## src/hw/rtl/tclc_pkg.sv

```systemverilog
// shared types, constants and codes of the text cell layer compositor
package tclc_pkg;

  // cell store geometry
  localparam int STORE_CELLS = 4096;
  localparam int STORE_AW    = $clog2(STORE_CELLS);
  localparam int SIZE_W      = STORE_AW + 1;

  // configuration port
  localparam int CFG_AW = 5;
  localparam int CFG_DW = 32;

  // front to back queue
  localparam int QUEUE_DEPTH = 4;
  localparam int QPTR_W      = $clog2(QUEUE_DEPTH);

  // divider steps, one per quotient bit of the layer index
  localparam int DIV_STEPS = 12;
  localparam int DIV_CW    = $clog2(DIV_STEPS);

  // transparent character besides zero
  localparam logic [15:0] CHAR_DOLLAR = 16'h0024;

  // command codes of the input item
  localparam logic [1:0] CMD_COMPOSITE = 2'd0;
  localparam logic [1:0] CMD_WRITE     = 2'd1;
  localparam logic [1:0] CMD_READ      = 2'd2;
  localparam logic [1:0] CMD_NONE      = 2'd3;

  // operation kinds after classification
  localparam logic [1:0] OP_COMP  = 2'd0;
  localparam logic [1:0] OP_SKIP  = 2'd1;
  localparam logic [1:0] OP_WRITE = 2'd2;
  localparam logic [1:0] OP_READ  = 2'd3;

  // register indexes
  localparam logic [2:0] REG_LAYER_WIDTH  = 3'd0;
  localparam logic [2:0] REG_LAYER_POS_X  = 3'd1;
  localparam logic [2:0] REG_LAYER_POS_Y  = 3'd2;
  localparam logic [2:0] REG_STORE_WIDTH  = 3'd3;
  localparam logic [2:0] REG_STORE_HEIGHT = 3'd4;

  typedef struct packed {
    logic [1:0]  cmd;
    logic [11:0] layer_index;
    logic [11:0] cell_x;
    logic [11:0] cell_y;
    logic [15:0] cell_char;
    logic [15:0] cell_attr;
    logic        pass_end;
  } tclc_in_t;

  typedef struct packed {
    logic [15:0] read_char;
    logic [15:0] read_attr;
    logic        in_range;
    logic        cell_changed;
    logic        pass_changed;
  } tclc_out_t;

  // classified operation waiting in the queue
  typedef struct packed {
    logic [1:0]  kind;
    logic [11:0] pos_a;  // layer index, or column for direct commands
    logic [11:0] pos_b;  // row for direct commands
    logic [15:0] cell_char;
    logic [15:0] cell_attr;
    logic        pass_end;
  } tclc_op_t;

  // register values seen by the back end
  typedef struct packed {
    logic [12:0]        layer_width;
    logic signed [12:0] layer_pos_x;
    logic signed [12:0] layer_pos_y;
    logic [12:0]        store_width;
    logic [SIZE_W-1:0]  valid_size;
  } tclc_cfg_t;

  // back end status toward the front
  typedef struct packed {
    logic clearing;
  } tclc_bk_status_t;

endpackage

```

## src/hw/rtl/tclc_cfg.sv

```systemverilog
// configuration registers behind the APB-style port
module tclc_cfg
  import tclc_pkg::*;
(
  input  logic              clk,
  input  logic              rst_n,
  input  logic              psel,
  input  logic              penable,
  input  logic              pwrite,
  input  logic [CFG_AW-1:0] paddr,
  input  logic [CFG_DW-1:0] pwdata,
  output logic [CFG_DW-1:0] prdata,
  output logic              pready,
  output tclc_cfg_t         cfg
);

  logic [12:0]        layer_width_r;
  logic signed [12:0] layer_pos_x_r;
  logic signed [12:0] layer_pos_y_r;
  logic [12:0]        store_width_r;
  logic [12:0]        store_height_r;
  logic [SIZE_W-1:0]  valid_size_r;
  logic [SIZE_W-1:0]  valid_size_nxt;
  logic [25:0]        area;
  logic               wr_en;
  logic [2:0]         reg_idx;

  assign pready  = 1'b1;
  assign wr_en   = psel & penable & pwrite;
  assign reg_idx = paddr[4:2];

  // register writes
  always_ff @(posedge clk) begin
    if (!rst_n) begin
      layer_width_r  <= 13'd1;
      layer_pos_x_r  <= '0;
      layer_pos_y_r  <= '0;
      store_width_r  <= 13'd64;
      store_height_r <= 13'd64;
    end else if (wr_en) begin
      unique case (reg_idx)
        REG_LAYER_WIDTH:  layer_width_r  <= pwdata[12:0];
        REG_LAYER_POS_X:  layer_pos_x_r  <= $signed(pwdata[12:0]);
        REG_LAYER_POS_Y:  layer_pos_y_r  <= $signed(pwdata[12:0]);
        REG_STORE_WIDTH:  store_width_r  <= pwdata[12:0];
        REG_STORE_HEIGHT: store_height_r <= pwdata[12:0];
        default: ;
      endcase
    end
  end

  // register reads, signed fields sign extended
  always_comb begin
    unique case (reg_idx)
      REG_LAYER_WIDTH:  prdata = {19'd0, layer_width_r};
      REG_LAYER_POS_X:  prdata = {{19{layer_pos_x_r[12]}}, layer_pos_x_r};
      REG_LAYER_POS_Y:  prdata = {{19{layer_pos_y_r[12]}}, layer_pos_y_r};
      REG_STORE_WIDTH:  prdata = {19'd0, store_width_r};
      REG_STORE_HEIGHT: prdata = {19'd0, store_height_r};
      default:          prdata = '0;
    endcase
  end

  // usable store size, capped at the store capacity
  assign area = store_width_r * store_height_r;

  always_comb begin
    if (area > 26'(STORE_CELLS)) begin
      valid_size_nxt = SIZE_W'(STORE_CELLS);
    end else begin
      valid_size_nxt = area[SIZE_W-1:0];
    end
  end

  always_ff @(posedge clk) begin
    valid_size_r <= valid_size_nxt;
  end

  assign cfg.layer_width = layer_width_r;
  assign cfg.layer_pos_x = layer_pos_x_r;
  assign cfg.layer_pos_y = layer_pos_y_r;
  assign cfg.store_width = store_width_r;
  assign cfg.valid_size  = valid_size_r;

endmodule

```

## config.mk

```make
export PLATFORM = sky130hd
export DESIGN_NAME = tclc_cfg
export DESIGN_NICKNAME = d
export VERILOG_FILES = /design/src/hw/rtl/tclc_pkg.sv /design/src/hw/rtl/tclc_cfg.sv
export SDC_FILE = /design/constraint.sdc
export NUM_CORES = 1
export LEC_CHECK = 0
export BUFFER_PORTS_ARGS = -buffer_cell sky130_fd_sc_hd__buf_2
export CAP_MARGIN = 10
export CELL_PAD_IN_SITES_DETAIL_PLACEMENT = 0
export CELL_PAD_IN_SITES_GLOBAL_PLACEMENT = 1
export CORE_MARGIN = 2
export CORE_UTILIZATION = 43
export DETAILED_ROUTE_END_ITERATION = 7
export HOLD_SLACK_MARGIN = 0.02
export PLACE_DENSITY = 0.79
export SKIP_LAST_GASP = 1
export SLEW_MARGIN = 20
export SYNTH_ARGS = -nofsm -noshare
export SYNTH_HDL_FRONTEND = slang
export SYNTH_SLANG_ARGS = --single-unit
```

## constraint.sdc

```tcl
create_clock -name clk -period 18.6 [get_ports clk]
set_clock_uncertainty 0.2 [all_clocks]
set_input_delay 1.86 -clock clk [delete_from_list [all_inputs] [get_ports clk]]
set_output_delay 1.86 -clock clk [all_outputs]
set_load 0.01 [all_outputs]
```

---- After elaboration in Yosys (flattened, before gate mapping) ----
Index checks and enable logic that the tools add are counted.
cells by class
  add/subtract/negate cells ............... 0
  $mul .................................... 1
  divide/modulo/power cells ............... 0
  magnitude comparators ................... 1
  equal/unequal tests ..................... 4
  shift operators ......................... 0
  mux-type cells .......................... 1
  bitwise gates (word level) .............. 2
  reductions and logical operators ........ 6
operator list
  operator                number
  $pmux W32 S5            1
  $gt A26 B13 Y1 const B  1
  $mul A13 B13 Y26        1
  $reduce_and A2 Y1       5
  $eq A3 B2 Y1 const B    2
  $eq A3 B1 Y1 const B    1
  $eq A3 B3 Y1 const B    1
  $logic_not A3 Y1        1
  $and A1 B1 Y1           2
word-level totals
  register bits after elaboration ......... 78
  bits in latches ......................... 0
  bits in writable memories ............... 0
  ROM bits ................................ 0
  output and inout bits ................... 98
  memories ................................ 0

---- Logic depth before layout (Yosys ltp) ----
  word-level depth ........................ 3
  mapped depth ............................ 22
  mapped depth without buffers ............ 19

---- Least setup slack after synthesis ----
No wires, ideal clock.
  path kind ............................... register to register
  from .................................... register store_width_r[7]
  to ...................................... register valid_size_r[12]
  setup time .............................. 134 ps
  arrival ................................. 6050 ps
  data required time ...................... 18266 ps
  path slack .............................. 12216 ps
  stages on the path, launching flop included .. 19
  buffers on the path ..................... 1
  period minus slack after synthesis ...... 6384 ps
  cell sequence ........................... dfxtp_1 clkbuf_1 nand2_1 fa_1 inv_1 fa_1 fa_1 fa_1 inv_1 fa_1 inv_1 ha_1 a21oi_1 o21ai_0 xor2_1 or4_1 a221o_1 a2111o_1 or4_1
on the way
  word-level cells in the longest chain between the ends .. 2
RTL lines
  item                    RTL line        source
  from (decl)             tclc_cfg.sv:20  logic [12:0] store_width_r;
  from (signal assigned)  tclc_cfg.sv:45  REG_STORE_WIDTH: store_width_r <= pwdata[12:0];
  $mul A13 B13 Y26 (*)    tclc_cfg.sv:65  assign area = store_width_r * store_height_r;
  $gt A26 B13 Y1          tclc_cfg.sv:68  if (area > 26'(STORE_CELLS)) begin
  to (signal assigned)    tclc_cfg.sv:76  valid_size_r <= valid_size_nxt;
  to (decl)               tclc_cfg.sv:22  logic [SIZE_W-1:0] valid_size_r;
Every way passes the cells marked *; elsewhere a longest branch is shown, timed or not.
A chain may end at the register's enable or synchronous reset.

---- Final worst setup path ----
  from .................................... register store_width_r[5]
  to ...................................... register valid_size_r[12]
The elaborated chain is that of the path after synthesis.

==> results.md <==
- Port-buffer cells: 117
- Period Utilization, post-route: 38.6%
- VDD IR max: 0.0453 mV
- RD Place Congestion: 0.816
- Yosys warns: 0
- Die Y: 151 um
- PD cells: 37.0 nW/um2
- Post-synthesis simple-gate area fraction: 19.7%
- Cells after synthesis: 1094
- Async S/R FF share, synth: 0%
- Iteration-0 DRC Markers: 278
- Max-cap violations: 0
- Setup Crit Path Kind: register to register
- Post-route ant nets: 0
- Crit. End Element: register
- Total setup buffers inserted after CTS: 0
- Synth Register Bits: 78
- Seq/Total Area, Yosys: 16.8%
- Post-synthesis xor/xnor area fraction: 1.50%
- Total gr overflow: 0
- Setup Viol. Count Final: 0
- DR pass1 iterations: 4
- Unique cell type count in the Yosys netlist: 53
- Startpoint types: register
- Global-route wire length before repair: 37.1 mm
- Post_cts resized: 0
- Arrival time worst endpoint: 7.20 ns
- Width of the die: 151 um
- Mux cell area share after synthesis: 5.87%
- Largest cells by area after synthesis: fa_1, dfxtp_1, ha_1, nand2_1, inv_1
- Share of cells above drive strength 1: 13.7%
- CTS Hold Bufs: 0
- Largest area contributor in the netlist: fa_1
- Mapped Area: 9320 um2
- Reg clk slew, reported paths: 0.07 ns
- Number of global-route vias before repair: 7148
- Largest family of logic cells by synthesized area: adder cells
- Total GRT Usage: 20.5%
- Clk buf depth: 2
- Worst-skew pair later-pin latency: 0.35 ns
- Crit path time final: 7.17 ns
- Pin count of the biggest net entering global routing: 66
- Area growth, synth to finish: 9.87%
- Clock Sink Count: 78
- H-tree depth: 3
- Antenna violations before repair: 0
- Root Buffer: clkbuf_16
- Fin util: 48.4%
- Ys flop type: dfxtp_1
- Number of synthesized flops with an enable pin: 0
- Syn_area_per_cell: 8.52 um2
- LEAKAGE: 5.04 nW
- Status: finished clean
- Worst-Margin Slew: 1.01 ns
- Synth Area in Adders: 35.5%
- Max FO, Critical Path: 16
- Die area: 22900 um2
- Min-Delay Path Class: register to register
- Dpl hpwl: 17.5 mm
- Antenna cell count: 0
- Top-area cell type share of the netlist area: 26.0%
- Slew margin rel.: 31.9%
- Total wire length: 22.6 mm
- WL per Instance: 15.8 um
- Most frequent cells in the layout: nand2_1, inv_1, fa_1, buf_2, dfxtp_1
- Synth Area in Compound Gates: 9.83%
- Final hold violations: 0
- I/O pins: 140
- Fmax: 0.139 GHz
- Via/cell ratio: 5.18
- Worst Path Required: 18.63 ns
- Final layout net count: 1383
- Starting Density: 44.1%
- CTS tree: built
- CTS Buf Count: 9
- Final Max Slew Viols: 0
- Syn Nets: 1328
- Core Box Area: 21200 um2
- RSZ-0062 raised after global routing: false
- Most common cell after layout, fill and taps aside: nand2_1
- Vias: 7396
- Setup tns final: 0 ns
- DRC errors left: 0
- Row cnt: 53
## metal layers
| metal | vias to the layer above | track usage, % | wire length [um] |
|---|---|---|---|
| met5 | - | 0 | 0 |
| met4 | 0 | 5.09 | 356 |
| met3 | 22 | 3.64 | 1210 |
| met2 | 184 | 32.2 | 10200 |
| met1 | 3604 | 29.3 | 10800 |
| li1 | 3586 | - | - |
## power by group
group / internal [mW] / switching, mW / total [mW] / leakage [nW]
Sequential: 0.168 / 0.00257 / 0.171 / 0.629
Clock: 0.105 / 0.0780 / 0.183 / 0.139
Combinational: 0.00947 / 0.0157 / 0.0252 / 4.27
Total: 0.283 / 0.0962 / 0.379 / 5.04
## flip-flops by register name (all words and copies together) (netlist names)
register / flops
store_height_r: 13
store_width_r: 13
layer_pos_y_r: 13
layer_width_r: 13
layer_pos_x_r: 13
valid_size_r: 13
## through the flow
| step | hold slack, ns | instance area (um2) | total power, mW | std cells | worst slack (ns) |
|---|---|---|---|---|---|
| CTS | 0.287 | 10200 | 0.382 | 1429 | 11.48 |
| finish | 0.286 | 10200 | 0.379 | 1429 | 11.43 |
| global route | 0.305 | 10200 | 0.390 | 1429 | 11.21 |
| global placement | 0.272 | 9940 | 0.199 | 1413 | 11.49 |
| floorplan | 0.281 | 9320 | 0.190 | 1094 | 12.22 |
| detailed placement | 0.277 | 9940 | 0.200 | 1413 | 11.49 |
## Yosys cell counts (15+ instances only)
cell type and number:
mux2i_1 40, inv_1 171, ha_1 71, and2_1 75, a22oi_1 24, fa_1 121
nor2b_1 40, a21boi_0 24, a21oi_1 15, dfxtp_1 78, nand2_1 177, clkbuf_1 54
o21ai_0 17, buf_4 19, nor2_1 23
## critical path: stages (launching register included)
cell      delay, ns
dfxtp_1        0.86
and2_1         0.25
fa_1           0.45
fa_1           0.53
fa_1           0.52
fa_1           0.54
inv_1          0.05
fa_1           0.55
inv_1          0.05
ha_1           0.39
a21oi_1        0.45
o21ai_0        0.20
xor2_1         0.17
or4_1          0.40
a221o_1        0.32
a2111o_1       0.57
or4_1          0.56
## path summary, 6_finish.rpt
path	from	end	slack, ns	cells after the start
worst min register to register	layer_width_r[0]	layer_width_r[0]	0.29	2
worst min-delay path	layer_width_r[0]	layer_width_r[0]	0.29	2
worst max-delay path	store_width_r[5]	valid_size_r[12]	11.43	16
worst max register to register	store_width_r[5]	valid_size_r[12]	11.43	16
## area by class of cell
cell class                 count  area (um2)
clock buffer                  10         229
clock inverter                 6        71.3
fill                        2044       10900
inverter                     171         642
multi-input combinational    767        6770
sequential                    78        1560
tap                          275         344
timing repair buffer         122         623
## cells by family (layout without fill, tap and decap cells)
family	after synthesis	after routing
and+or+nand+nor	373	373
buffers and inverters	249	309
adders and majority gates	192	192
AOI/OAI and AO/OA	132	132
DFF	78	78
muxes	53	53
xor gates and xnor gates	16	16
other	1	1
Note: power is estimated with default switching activity, not from simulation.
