File: config.mk
export PLATFORM = sky130hd
export DESIGN_NAME = tclc_front
export DESIGN_NICKNAME = d
export VERILOG_FILES = /design/src/hw/rtl/tclc_pkg.sv /design/src/hw/rtl/tclc_front.sv
export SDC_FILE = /design/constraint.sdc
export NUM_CORES = 1
export LEC_CHECK = 0
export BUFFER_PORTS_ARGS = -buffer_cell sky130_fd_sc_hd__buf_2
export CORE_MARGIN = 2
export CORE_UTILIZATION = 35
export CTS_BUF_LIST = sky130_fd_sc_hd__clkbuf_8
export DETAILED_ROUTE_END_ITERATION = 8
export GPL_TIMING_DRIVEN = 0
export PLACE_DENSITY = 0.62
export SYNTH_ARGS = -nofsm -noshare
export SYNTH_HDL_FRONTEND = slang
export SYNTH_SLANG_ARGS = --single-unit
File: constraint.sdc
create_clock -name clk -period 2.9 [get_ports clk]
set_clock_uncertainty 0.1 [all_clocks]
set_input_delay 0.435 -clock clk [delete_from_list [all_inputs] [get_ports clk]]
set_output_delay 0.435 -clock clk [all_outputs]
set_load 0.03 [all_outputs]
File: src/hw/rtl/tclc_pkg.sv
// shared types, constants and codes of the text cell layer compositor
package tclc_pkg;

  // cell store geometry
  localparam int STORE_CELLS = 4096;
  localparam int STORE_AW    = $clog2(STORE_CELLS);
  localparam int SIZE_W      = STORE_AW + 1;

  // configuration port
  localparam int CFG_AW = 5;
  localparam int CFG_DW = 32;

  // front to back queue
  localparam int QUEUE_DEPTH = 4;
  localparam int QPTR_W      = $clog2(QUEUE_DEPTH);

  // divider steps, one per quotient bit of the layer index
  localparam int DIV_STEPS = 12;
  localparam int DIV_CW    = $clog2(DIV_STEPS);

  // transparent character besides zero
  localparam logic [15:0] CHAR_DOLLAR = 16'h0024;

  // command codes of the input item
  localparam logic [1:0] CMD_COMPOSITE = 2'd0;
  localparam logic [1:0] CMD_WRITE     = 2'd1;
  localparam logic [1:0] CMD_READ      = 2'd2;
  localparam logic [1:0] CMD_NONE      = 2'd3;

  // operation kinds after classification
  localparam logic [1:0] OP_COMP  = 2'd0;
  localparam logic [1:0] OP_SKIP  = 2'd1;
  localparam logic [1:0] OP_WRITE = 2'd2;
  localparam logic [1:0] OP_READ  = 2'd3;

  // register indexes
  localparam logic [2:0] REG_LAYER_WIDTH  = 3'd0;
  localparam logic [2:0] REG_LAYER_POS_X  = 3'd1;
  localparam logic [2:0] REG_LAYER_POS_Y  = 3'd2;
  localparam logic [2:0] REG_STORE_WIDTH  = 3'd3;
  localparam logic [2:0] REG_STORE_HEIGHT = 3'd4;

  typedef struct packed {
    logic [1:0]  cmd;
    logic [11:0] layer_index;
    logic [11:0] cell_x;
    logic [11:0] cell_y;
    logic [15:0] cell_char;
    logic [15:0] cell_attr;
    logic        pass_end;
  } tclc_in_t;

  typedef struct packed {
    logic [15:0] read_char;
    logic [15:0] read_attr;
    logic        in_range;
    logic        cell_changed;
    logic        pass_changed;
  } tclc_out_t;

  // classified operation waiting in the queue
  typedef struct packed {
    logic [1:0]  kind;
    logic [11:0] pos_a;  // layer index, or column for direct commands
    logic [11:0] pos_b;  // row for direct commands
    logic [15:0] cell_char;
    logic [15:0] cell_attr;
    logic        pass_end;
  } tclc_op_t;

  // register values seen by the back end
  typedef struct packed {
    logic [12:0]        layer_width;
    logic signed [12:0] layer_pos_x;
    logic signed [12:0] layer_pos_y;
    logic [12:0]        store_width;
    logic [SIZE_W-1:0]  valid_size;
  } tclc_cfg_t;

  // back end status toward the front
  typedef struct packed {
    logic clearing;
  } tclc_bk_status_t;

endpackage

File: src/hw/rtl/tclc_front.sv
// input side: accepts items, classifies them and queues them for the back end
module tclc_front
  import tclc_pkg::*;
(
  input  logic            clk,
  input  logic            rst_n,
  input  logic            push,
  output logic            full,
  input  tclc_in_t        in_item,
  input  tclc_bk_status_t bk_st,
  output logic            q_valid,
  output tclc_op_t        q_op,
  input  logic            q_pop
);

  tclc_op_t            qmem_r [QUEUE_DEPTH];
  logic [QPTR_W-1:0]   wr_ptr_r;
  logic [QPTR_W-1:0]   rd_ptr_r;
  logic [QPTR_W:0]     cnt_r;
  tclc_op_t            op_new;
  logic                q_full;
  logic                push_ok;
  logic                pop_ok;

  // classify the incoming item
  always_comb begin
    op_new.cell_char = in_item.cell_char;
    op_new.cell_attr = in_item.cell_attr;
    op_new.pos_a     = in_item.cell_x;
    op_new.pos_b     = in_item.cell_y;
    op_new.pass_end  = 1'b0;
    unique case (in_item.cmd)
      CMD_COMPOSITE: begin
        op_new.pos_a    = in_item.layer_index;
        op_new.pass_end = in_item.pass_end;
        if (in_item.cell_char == 16'd0 || in_item.cell_char == CHAR_DOLLAR) begin
          op_new.kind = OP_SKIP;
        end else begin
          op_new.kind = OP_COMP;
        end
      end
      CMD_WRITE: op_new.kind = OP_WRITE;
      CMD_READ:  op_new.kind = OP_READ;
      CMD_NONE:  op_new.kind = OP_SKIP;
    endcase
  end

  // no item is taken while the store is being cleared
  assign q_full  = (cnt_r == (QPTR_W+1)'(QUEUE_DEPTH));
  assign full    = q_full | bk_st.clearing;
  assign push_ok = push & ~full;
  assign q_valid = (cnt_r != '0);
  assign pop_ok  = q_pop & q_valid;
  assign q_op    = qmem_r[rd_ptr_r];

  // queue pointers
  always_ff @(posedge clk) begin
    if (!rst_n) begin
      wr_ptr_r <= '0;
      rd_ptr_r <= '0;
      cnt_r    <= '0;
    end else begin
      if (push_ok) begin
        wr_ptr_r <= wr_ptr_r + 1'b1;
      end
      if (pop_ok) begin
        rd_ptr_r <= rd_ptr_r + 1'b1;
      end
      if (push_ok && !pop_ok) begin
        cnt_r <= cnt_r + 1'b1;
      end else if (pop_ok && !push_ok) begin
        cnt_r <= cnt_r - 1'b1;
      end
    end
  end

  // queue storage
  always_ff @(posedge clk) begin
    if (push_ok) begin
      qmem_r[wr_ptr_r] <= op_new;
    end
  end

endmodule

# Yosys cells after proc, flatten, opt, wreduce, memory -nomap -nowiden
# Memory sizes are Yosys's and may differ from the RTL's. A register that Yosys moved wholly into a read port is not among the register bits.
# Index checks and enable logic that the tools add are counted.
# W data, S select, Z words.
[totals]
romBits = 0
mem_count = 1
inputBits = 76
latch_bits = 0
reg_bits = 7
wordCells = 36
mem_bits_rw = 236
out_inout_bits = 61
[memory_table]
columns = ["name", "depth", "width", "read_ports", "rd_clocked_by_memory_dff", "write_ports", "line_no", "source"]
rows = [
  ["qmem_r", 4, 59, 1, 1, 1, "tclc_front.sv:16", "tclc_op_t qmem_r [QUEUE_DEPTH];"],
]
[classes]
n_addsub = 4
n_bitwise = 4
mux = 10
div = 0
multipliers = 0
magnitude_cmp = 0
n_shift = 0
n_eq_ne = 5
n_reduce_logical = 9
[ops]
columns = ["op", "n"]
rows = [
  ["$eq A16 B6 Y1 const B", 1],
  ["$logic_not A16 Y1", 1],
  ["$mux W12", 1],
  ["$pmux W2 S4", 1],
  ["$mux W3", 2],
  ["$add A2 B1 Y2 const B", 2],
  ["$eq A2 B2 Y1 const B", 2],
  ["$mux W1", 4],
  ["$mux W2", 2],
  ["$add A3 B1 Y3 const B", 1],
  ["$eq A3 B3 Y1 const B", 1],
  ["$reduce_bool A3 Y1", 1],
  ["$sub A3 B1 Y3 const B", 1],
  ["$and A1 B1 Y1", 2],
  ["$eq A2 B1 Y1 const B", 1],
  ["$logic_and A1 B1 Y1", 2],
  ["$logic_not A1 Y1", 2],
  ["$logic_not A2 Y1", 1],
  ["$reduce_bool A2 Y1", 1],
  ["$logic_or A1 B1 Y1", 1],
  ["$not A1 Y1", 1],
  ["$or A1 B1 Y1", 1],
]

# Depth between registers and ports, before layout
# Gate-level depths: netlist of the first run.
[logic_depth]
ltp_word = 8
ltp_mapped = 8
depth_no_buf = 8

# Least setup slack after synthesis of the first run
# OpenSTA, ideal clock, no wires.
[synth_timing]
kind = "input to register"
start = "in bk_st"
end = "mem qmem_r[2][0] (netlist bit), enable pin"
t_required_ns = 2.377
arrival_ns = 2.253
setup_slack_ns = 0.124
setup_time_ns = 0.423
cell_stages = 3
n_path_buf = 0
cell_sequence = "nand2b_1 -> a21oi_2 -> and2_1"
[synth_via]
elab_chain_len = 5
[synth_rtl]
columns = ["element", "line_no", "source"]
rows = [
  ["start, declared", "tclc_front.sv:10", "input tclc_bk_status_t bk_st,"],
  ["$or A1 B1 Y1", "tclc_front.sv:50", "assign full = q_full | bk_st.clearing;"],
  ["$not A1 Y1", "tclc_front.sv:51", "assign push_ok = push & ~full;"],
  ["$and A1 B1 Y1", "tclc_front.sv:51", ""],
  ["named net push_ok", "tclc_front.sv:22", "logic push_ok;"],
  ["$mux W1", "tclc_front.sv:79", "if (push_ok) begin"],
  ["$mux W1 (implied by the code)", "tclc_front.sv:80", "qmem_r[wr_ptr_r] <= op_new;"],
  ["end, declared", "tclc_front.sv:16", ""],
]
# The timed path passes the listed nets, and every way through them passes these cells.

==> flow_summary.toml, run 1 <==
[status]
status = "complete, no violations"

[setup_path]
crit_chain = "buf_2, clkbuf_1, mux4_2, buf_2"
end_kind = "primary output"
crit_type = "register to primary output"
slowest_stage = "clkbuf_1"
required_ns = 2.37
reg2reg_slack_ns = 0.40
cpMostUsedCell = "buf_2"
max_stage_delay_ns = 0.57
worstPathArrival_ns = 2.21
path_max_fanout = 10
crit_path_start_kind = "register"

[logic_synthesis]
syn_nets = 472
synth-async-reset-ratio = 0
synthTopCellsByArea = "edfxtp_1 (77%), mux4_2 (14%), dfxtp_1 (1.9%)"
syn_avg_cell_area_um2 = 23.92
syn-cell-area_mm2 = 0.009255
synth_top_flop_cell = "edfxtp_1"
yosysUniqueCellTypes = 30
synthCells = 387
ys.warnings.count = 0
yosysMostFrequentCell = "edfxtp_1"
ys_ff_latch = 245
ys_seq_area_frac = 0.7852
yosysTopAreaCellShare = 0.7657
synth_commonest_cells = "edfxtp_1 (236), mux4_2 (59), mux2_2 (12), and2_1 (9), dfxtp_1 (9)"
synth_edf_count = 236
synth_top_area_cell = "edfxtp_1"

[timing]
fmax_mhz = 364.2
final.setup.worst_slack_ns = 0.1544
fin_crit_ns = 2.746
fin_hold_ws_ns = 0.04172
period_share = 0.9468
slew_viol_final = 0
finalSetupViolations = 0
final_hold_viol_count = 0
finalSetupTns_ns = 0
worst_pin_slew_ns = 0.7156
relSlewSlack = 0.5229
grt_setup_unrepaired = "false"

[pwr]
ir_worst_vdd_mv = 0.3945
p_leak_uw = 0.003927
p_per_area_mw_per_mm2 = 847.6
p_total_uw = 9724

[drt]
routed_wl_um = 18640
drt-initial-drc-count = 302
drc = 0
num_vias = 4582
drt-vias-per-instance = 4.773
route.antenna.remaining_nets = 0
first_pass_iters = 4
routedWlPerCell_um = 19.41

[grt]
antenna_found_initial = 2
grt_max_degree = 39
grt_overflow = 0
grt_pass1_vias = 5136
grt_pass1_wl_um = 28590
grt_use_total = 0.1340

[floorplan]
core_area_mm2 = 0.02598
ios = 137
die_w_um = 166.6
fp-row-count = 59
die_area_mm2 = 0.02776
die_h_um = 166.6
start_util = 0.3562

[cts]
postCtsSetupBuffers = 0
clock_latency_ns = 0.52
cts_tree = "built"
clock_path_buffers = 3
clock-root-buffer = "clkbuf_8"
h-tree-depth = 2
cts_buffers = 42
clock-sinks = 245
clkTransAtPathRegs_ns = 0.05

[layout]
finish.utilization = 0.4415
final_nets = 678
drive_gt1_frac = 0.4462
area_growth_pct = 23.96

[worst_hold_path]
min_path_type = "input port to register"

[placed_design]
io_buffers = 135
gp_congestion = 0.6765
place.detailed.hpwl_um = 11390
place_ws_ns = 0.3074

[job]
maxCapViolCount = 0
-- flip-flops by register name, indices dropped and copies added, names as in the netlist, named ones only --
register / flops
qmem_r: 236
rd_ptr_r: 2
wr_ptr_r: 2
cnt_r: 3
-- critical path, delay by kind of cell (launching register included) --
family / cells / cell delay, ns
buffers and inverters: 3 / 0.96
muxes: 1 / 0.43
DFF: 1 / 0.31
-- power breakdown --
| group | leakage [µW] | internal, µW | switching, µW |
|---|---|---|---|
| registers | 0.00222 | 4080 | 63.7 |
| logic | 0.00127 | 1080 | 1560 |
| clock network | 0.000436 | 1600 | 1330 |
| total | 0.00393 | 6770 | 2960 |
-- cell type report --
class	instances	area (µm²)
inverter	5	18.77
clock buffer	45	619.3
fill	2288	14510
antenna	2	5.005
timing repair buffer	162	993.5
tap	335	419.2
sequential	245	7267
buffer	17	126.4
clock inverter	29	167.7
multi-input combinational	120	1856
-- path summary, 6_finish.rpt --
kind	start	endpoint	depth (start not counted)
min reg2reg	wr_ptr_r[0]	wr_ptr_r[0]	2
max reg2reg	cnt_r[0]	cnt_r[2]	8
max	register	q_op[7]	4
min	in_item[34]	qmem_r[2][34]	1
-- cells by family (layout without fill, tap and decap cells) --
logic type	after synthesis	after routing	share of synthesized area
muxes	74	74	0.1614
other	0	2	0
DFF	245	245	0.7852
buffers and inverters	22	258	0.01541
AOI/OAI and AO/OA	7	7	0.005544
adders and majority gates	9	9	0.01298
and+or+nand+nor	25	25	0.01474
xor gates and xnor gates	5	5	0.004731
-- through the flow --
stage	std cells	cell area, µm²
after floorplan	387	9255
after global routing	959	11470
after CTS	958	11460
after detailed placement	861	10450
final	960	11470
after global placement	857	10350
-- timing repair --
action	in CTS	in global routing
resized for setup	0	1
endpoints found under the hold margin	90	0
hold buffers	23	0
setup endpoints to repair	0	6
-- per-layer routing --
metal	GRT usage	vias up	routed length (µm)
met2	0.2291	152	9271
met1	0.1619	2331	7657
met3	0.03874	46	1163
met4	0.04948	0	544
met5	0	-	0
li1	-	2053	-
-- placed cells by master (no fill, tap or decap), types with 5 or more instances in the layout --
cell type / instances
and2_1: 5
buf_12: 5
buf_2: 138
clkbuf_1: 6
clkbuf_8: 45
clkinv_1: 14
clkinv_2: 5
dfxtp_1: 9
dlygate4sd3_1: 23
edfxtp_1: 236
ha_1: 8
inv_1: 13
mux2_2: 12
mux4_2: 59
nand2_1: 5
No activity file was read; power rests on OpenSTA's default activity.
==> run 2: changes to the inputs <==
--- a/config.mk
+++ b/config.mk
@@ -12,6 +12,7 @@
 export DETAILED_ROUTE_END_ITERATION = 8
 export GPL_TIMING_DRIVEN = 0
 export PLACE_DENSITY = 0.62
+export RECOVER_POWER = 100
 export SYNTH_ARGS = -nofsm -noshare
 export SYNTH_HDL_FRONTEND = slang
 export SYNTH_SLANG_ARGS = --single-unit
==> flow_summary.toml, run 2 (same netlist as run 1, synthesis figures left out) <==
[status]
status = "complete, no violations"

[layout]
final_nets = 678
regMostFlops = "qmem_r"
fin_cells = 959
area_growth_pct = 22.67
finish.instance_area_mm2 = 0.01135
largest_reg_flops = 236
drive_gt1_frac = 0.3387
layout_common_cells = "edfxtp_1 (236), clkbuf_1 (61), mux4_2 (59)"
num-fill-cells = 2323
largestRegisters = "qmem_r x236, cnt_r x3"
final_common_cell = "edfxtp_1"

[pwr]
combPwrFrac = 0.269
p_leak_uw = 0.003768
p_per_area_mw_per_mm2 = 852.9
p_sw_uw = 2959
ir_worst_vdd_mv = 0.3917
p_int_uw = 6724
p_clk_frac = 0.302
p_sw_frac = 0.3056
p_seq_frac = 0.428

[placed_design]
place_ws_ns = 0.3074
dp.cells = 861
gp_congestion = 0.6765
place.detailed.hpwl_um = 11390
postPlaceCellArea_mm2 = 0.01045
io_buffers = 135

[floorplan]
die_w_um = 166.6
fp-row-count = 59
start_util = 0.3562
core_area_mm2 = 0.02598
die_h_um = 166.6
ios = 137
die_area_mm2 = 0.02776

[timing]
final.setup.worst_slack_ns = 0.1558
fmax_mhz = 364.4
grt_setup_unrepaired = "false"
period_share = 0.9463
final_hold_viol_count = 0
finalSetupViolations = 0
fin_crit_ns = 2.744
worst_pin_slew_ns = 0.8545
slew_viol_final = 0
relSlewSlack = 0.4303

[drt]
routed_wl_um = 18570
drt-vias-per-instance = 4.756
route.antenna.remaining_nets = 0
routedWlPerCell_um = 19.36
drt-initial-drc-count = 252
num_vias = 4561
first_pass_iters = 4
drc = 0

[cts]
cts_buffers = 42
clock_path_buffers = 3
clkTransAtPathRegs_ns = 0.06
h-tree-depth = 2
clock_latency_ns = 0.52
postCtsSetupBuffers = 0
clock-root-buffer = "clkbuf_8"
clock-sinks = 245
cts_tree = "built"

[grt]
grt_use_total = 0.1340
grt_overflow = 0
grt_max_degree = 39
grt_pass1_wl_um = 28590
grt_pass1_vias = 5136
antenna_found_initial = 1

[setup_path]
crit_path_start_kind = "register"
end_kind = "primary output"
worstPathArrival_ns = 2.21
slowest_stage = "mux4_2"
crit_type = "register to primary output"
required_ns = 2.37
max_stage_delay_ns = 0.35
crit_chain = "buf_2, buf_2, clkbuf_4, mux4_2, clkbuf_2"
cpMostUsedCell = "buf_2"
path_max_fanout = 10

[worst_hold_path]
min_path_type = "input port to register"

[job]
maxCapViolCount = 0
[run 2: cell count changes in the layout (fill, tap and decap cells not counted), sizes merged]
cell    delta
buf      -102
clkbuf   +102
diode      -1
[run 2: layout make-up]
cell class | count | area [µm²] | area share
Timing Repair Buffer | 162 | 883.3 | 0.07780
Clock inverter | 29 | 167.7 | 0.01477
Antenna cell | 1 | 2.502 | 0.0002204
Sequential cell | 245 | 7267 | 0.6401
Inverter | 5 | 18.77 | 0.001653
Clock buffer | 45 | 619.3 | 0.05455
Buffer | 17 | 125.1 | 0.01102
Tap cell | 335 | 419.2 | 0.03692
Multi-Input combinational cell | 120 | 1851 | 0.1630
[run 2: power groups by stage]
stage | Sequential [µW] | Combinational (µW) | Clock [µW]
2_1_floorplan | 4210 | 1960 | 0
3_3_place_gp | 4220 | 2630 | 0
3_5_place_dp | 4220 | 2690 | 0
4_1_cts | 4150 | 2720 | 3030
5_1_grt | 4160 | 2790 | 3180
6_report | 4150 | 2610 | 2930
[run 2: through the flow]
stage / utilization / setup TNS, ns / hold slack [ns] / power [µW]
after floorplan: - / 0 / 0.3677 / 6167
after global placement: 0.3983 / -299.64 / 0.3753 / 6849
after detailed placement: 0.4021 / 0 / 0.4205 / 6912
after CTS: 0.4412 / 0 / 0.001690 / 9902
after global routing: 0.4368 / 0 / 0.08317 / 10130
final: 0.4369 / 0 / 0.09861 / 9683
[run 2: final timing paths]
path                    start       endpoint  slack, ns  cells after the start
setup / recovery     register       q_op[34]       0.16                      5
hold / removal     in_item[5]   qmem_r[1][5]        0.1                      1
setup reg to reg     cnt_r[1]  qmem_r[1][26]       0.29                      4
hold reg to reg   wr_ptr_r[0]    wr_ptr_r[0]       0.42                      2
[run 2: timing repair]
action	CTS	global route
gates resized for setup	0	1
hold endpoints to repair	90	0
hold buffers	23	0
setup endpoints to repair	0	6
[run 2: critical path, delay by kind of cell, from the launching register on]
family | cells | cell delay [ns]
buf+inv | 4 | 1.03
flops | 1 | 0.31
mux | 1 | 0.35
[run 2: per-layer routing]
layer	vias to the layer above	wire length, µm	GRT usage
met1	2325	7592	0.1619
li1	2046	-	-
met4	0	538	0.04948
met2	143	9250	0.2291
met3	47	1186	0.03874
met5	-	0	0
==> run 3: changes to the inputs <==
--- a/config.mk
+++ b/config.mk
@@ -13,6 +13,7 @@
 export GPL_TIMING_DRIVEN = 0
 export PLACE_DENSITY = 0.62
 export RECOVER_POWER = 100
+export SETUP_SLACK_MARGIN = 0.5
 export SYNTH_ARGS = -nofsm -noshare
 export SYNTH_HDL_FRONTEND = slang
 export SYNTH_SLANG_ARGS = --single-unit
==> flow_summary.toml, run 3 (same netlist as run 1, synthesis figures left out) <==
[status]
status = "complete, no violations"

[timing]
fin_hold_ws_ns = 0.09313
finalSetupViolations = 0
fmax_mhz = 383.4
worst_pin_slew_ns = 0.8051
fin_crit_ns = 2.608
relSlewSlack = 0.4633
period_share = 0.8994
final_hold_viol_count = 0
grt_setup_unrepaired = "true"
slew_viol_final = 0

[grt]
grt_pass1_wl_um = 28810
antenna_found_initial = 2
grt_use_total = 0.1360
grt_pass1_vias = 5151
grt_overflow = 0
grt_max_degree = 36

[placed_design]
dp.cells = 861
io_buffers = 135
gp_congestion = 0.6906
place.detailed.hpwl_um = 11330
postPlaceCellArea_mm2 = 0.01044

[layout]
largestRegisters = "qmem_r x236, cnt_r x3"
fin_cells = 963
finish.utilization = 0.4456
final_common_cell = "edfxtp_1"
num-fill-cells = 2286
area_growth_pct = 25.10
final_nets = 683
finish.instance_area_mm2 = 0.01158
largest_reg_flops = 236
regMostFlops = "qmem_r"
drive_gt1_frac = 0.2998
layout_common_cells = "edfxtp_1 (236), clkbuf_1 (95), mux4_2 (59)"

[setup_path]
cpLargestDelayFamily = "buffers and inverters"
end_kind = "primary output"
crit_type = "register to primary output"
cpMostUsedCell = "clkbuf_2"
max_stage_delay_ns = 0.53
crit_path_start_kind = "register"
worstPathArrival_ns = 2.07
slowest_stage = "mux4_2"
path_max_fanout = 5
crit_chain = "buf_8, buf_12, clkbuf_2, mux4_2, clkbuf_2"
required_ns = 2.37
path_buf_inv = 4

[floorplan]
die_w_um = 166.6
ios = 137
core_area_mm2 = 0.02598
start_util = 0.3562
die_h_um = 166.6
die_area_mm2 = 0.02776
fp-row-count = 59

[drt]
first_pass_iters = 4
routed_wl_um = 18750
drc = 0
drt-vias-per-instance = 4.747
routedWlPerCell_um = 19.47
num_vias = 4571
route.antenna.remaining_nets = 0
drt-initial-drc-count = 255

[pwr]
p_total_uw = 9924
p_per_area_mw_per_mm2 = 857.1
ir_worst_vdd_mv = 0.4721
p_leak_uw = 0.003787

[cts]
clock-root-buffer = "clkbuf_8"
h-tree-depth = 2
clkTransAtPathRegs_ns = 0.06
clock_latency_ns = 0.51
clock-sinks = 245
clock_path_buffers = 3
cts_buffers = 42
cts_tree = "built"

[worst_hold_path]
min_path_type = "input port to register"

[job]
maxCapViolCount = 0
-- run 3: changes by cell type in the layout (fill, tap and decap cells not counted), moves of 2 or more --
cell / previous run / this run
buf_16: 0 / 2
clkinv_1: 14 / 7
buf_6: 5 / 12
inv_1: 13 / 19
clkbuf_1: 61 / 95
buf_2: 36 / 30
dfxtp_2: 0 / 2
buf_8: 0 / 2
dfxtp_1: 9 / 7
clkbuf_2: 47 / 7
clkbuf_16: 0 / 2
dlygate4sd3_1: 23 / 19
buf_12: 2 / 11
-- run 3: final cells by class --
class	instances	area (µm²)	area share
buffer	17	185.2	0.01599
sequential	245	7269	0.6278
multi-input combinational	120	1858	0.1605
timing repair buffer	167	1067	0.09218
inverter	5	18.77	0.001621
clock buffer	45	619.3	0.05349
clock inverter	28	138.9	0.01199
antenna	1	2.502	0.0002161
tap	335	419.2	0.03620
-- run 3: layer usage --
metal / GRT usage / vias to the layer above / part of all wire / wire length (µm)
li1: - / 2059 / - / -
met1: 0.1651 / 2337 / 0.41 / 7678
met2: 0.2341 / 137 / 0.51 / 9570
met3: 0.04087 / 36 / 0.059 / 1115
met4: 0.04310 / 2 / 0.020 / 369
met5: 0 / - / 0.00059 / 11
-- run 3: worst paths after layout --
check | start | end | slack, ns | depth (start not counted)
setup reg to reg | cnt_r[1] | qmem_r[3][15] | 0.43 | 5
hold / removal | in_item[11] | qmem_r[0][11] | 0.09 | 1
hold reg to reg | wr_ptr_r[0] | wr_ptr_r[0] | 0.42 | 2
setup / recovery | register | q_op[58] | 0.29 | 5
-- run 3: timing repair --
action                                  4_1_cts  5_1_grt
gates resized for setup                     107       20
hold endpoints to repair                     62        0
hold buffers                                 19        0
endpoints found under the setup margin       60       60
pin swaps                                     1        0
gates cloned                                  2        2
buffers inserted                              5        0
-- run 3: metrics by stage --
stage | setup TNS [ns] | setup WS (ns)
after floorplan | 0 | 0.7266
after global placement | -7.450 | -0.03869
after detailed placement | 0 | 0.2018
after CTS | 0 | 0.3336
after global routing | 0 | 0.1642
final | 0 | 0.2919
-- run 3: report_power, final --
part	internal (µW)	total (µW)	switching, µW
sequential	4090	4150	65.2
clock	1510	2790	1280
combinational	1330	2980	1650
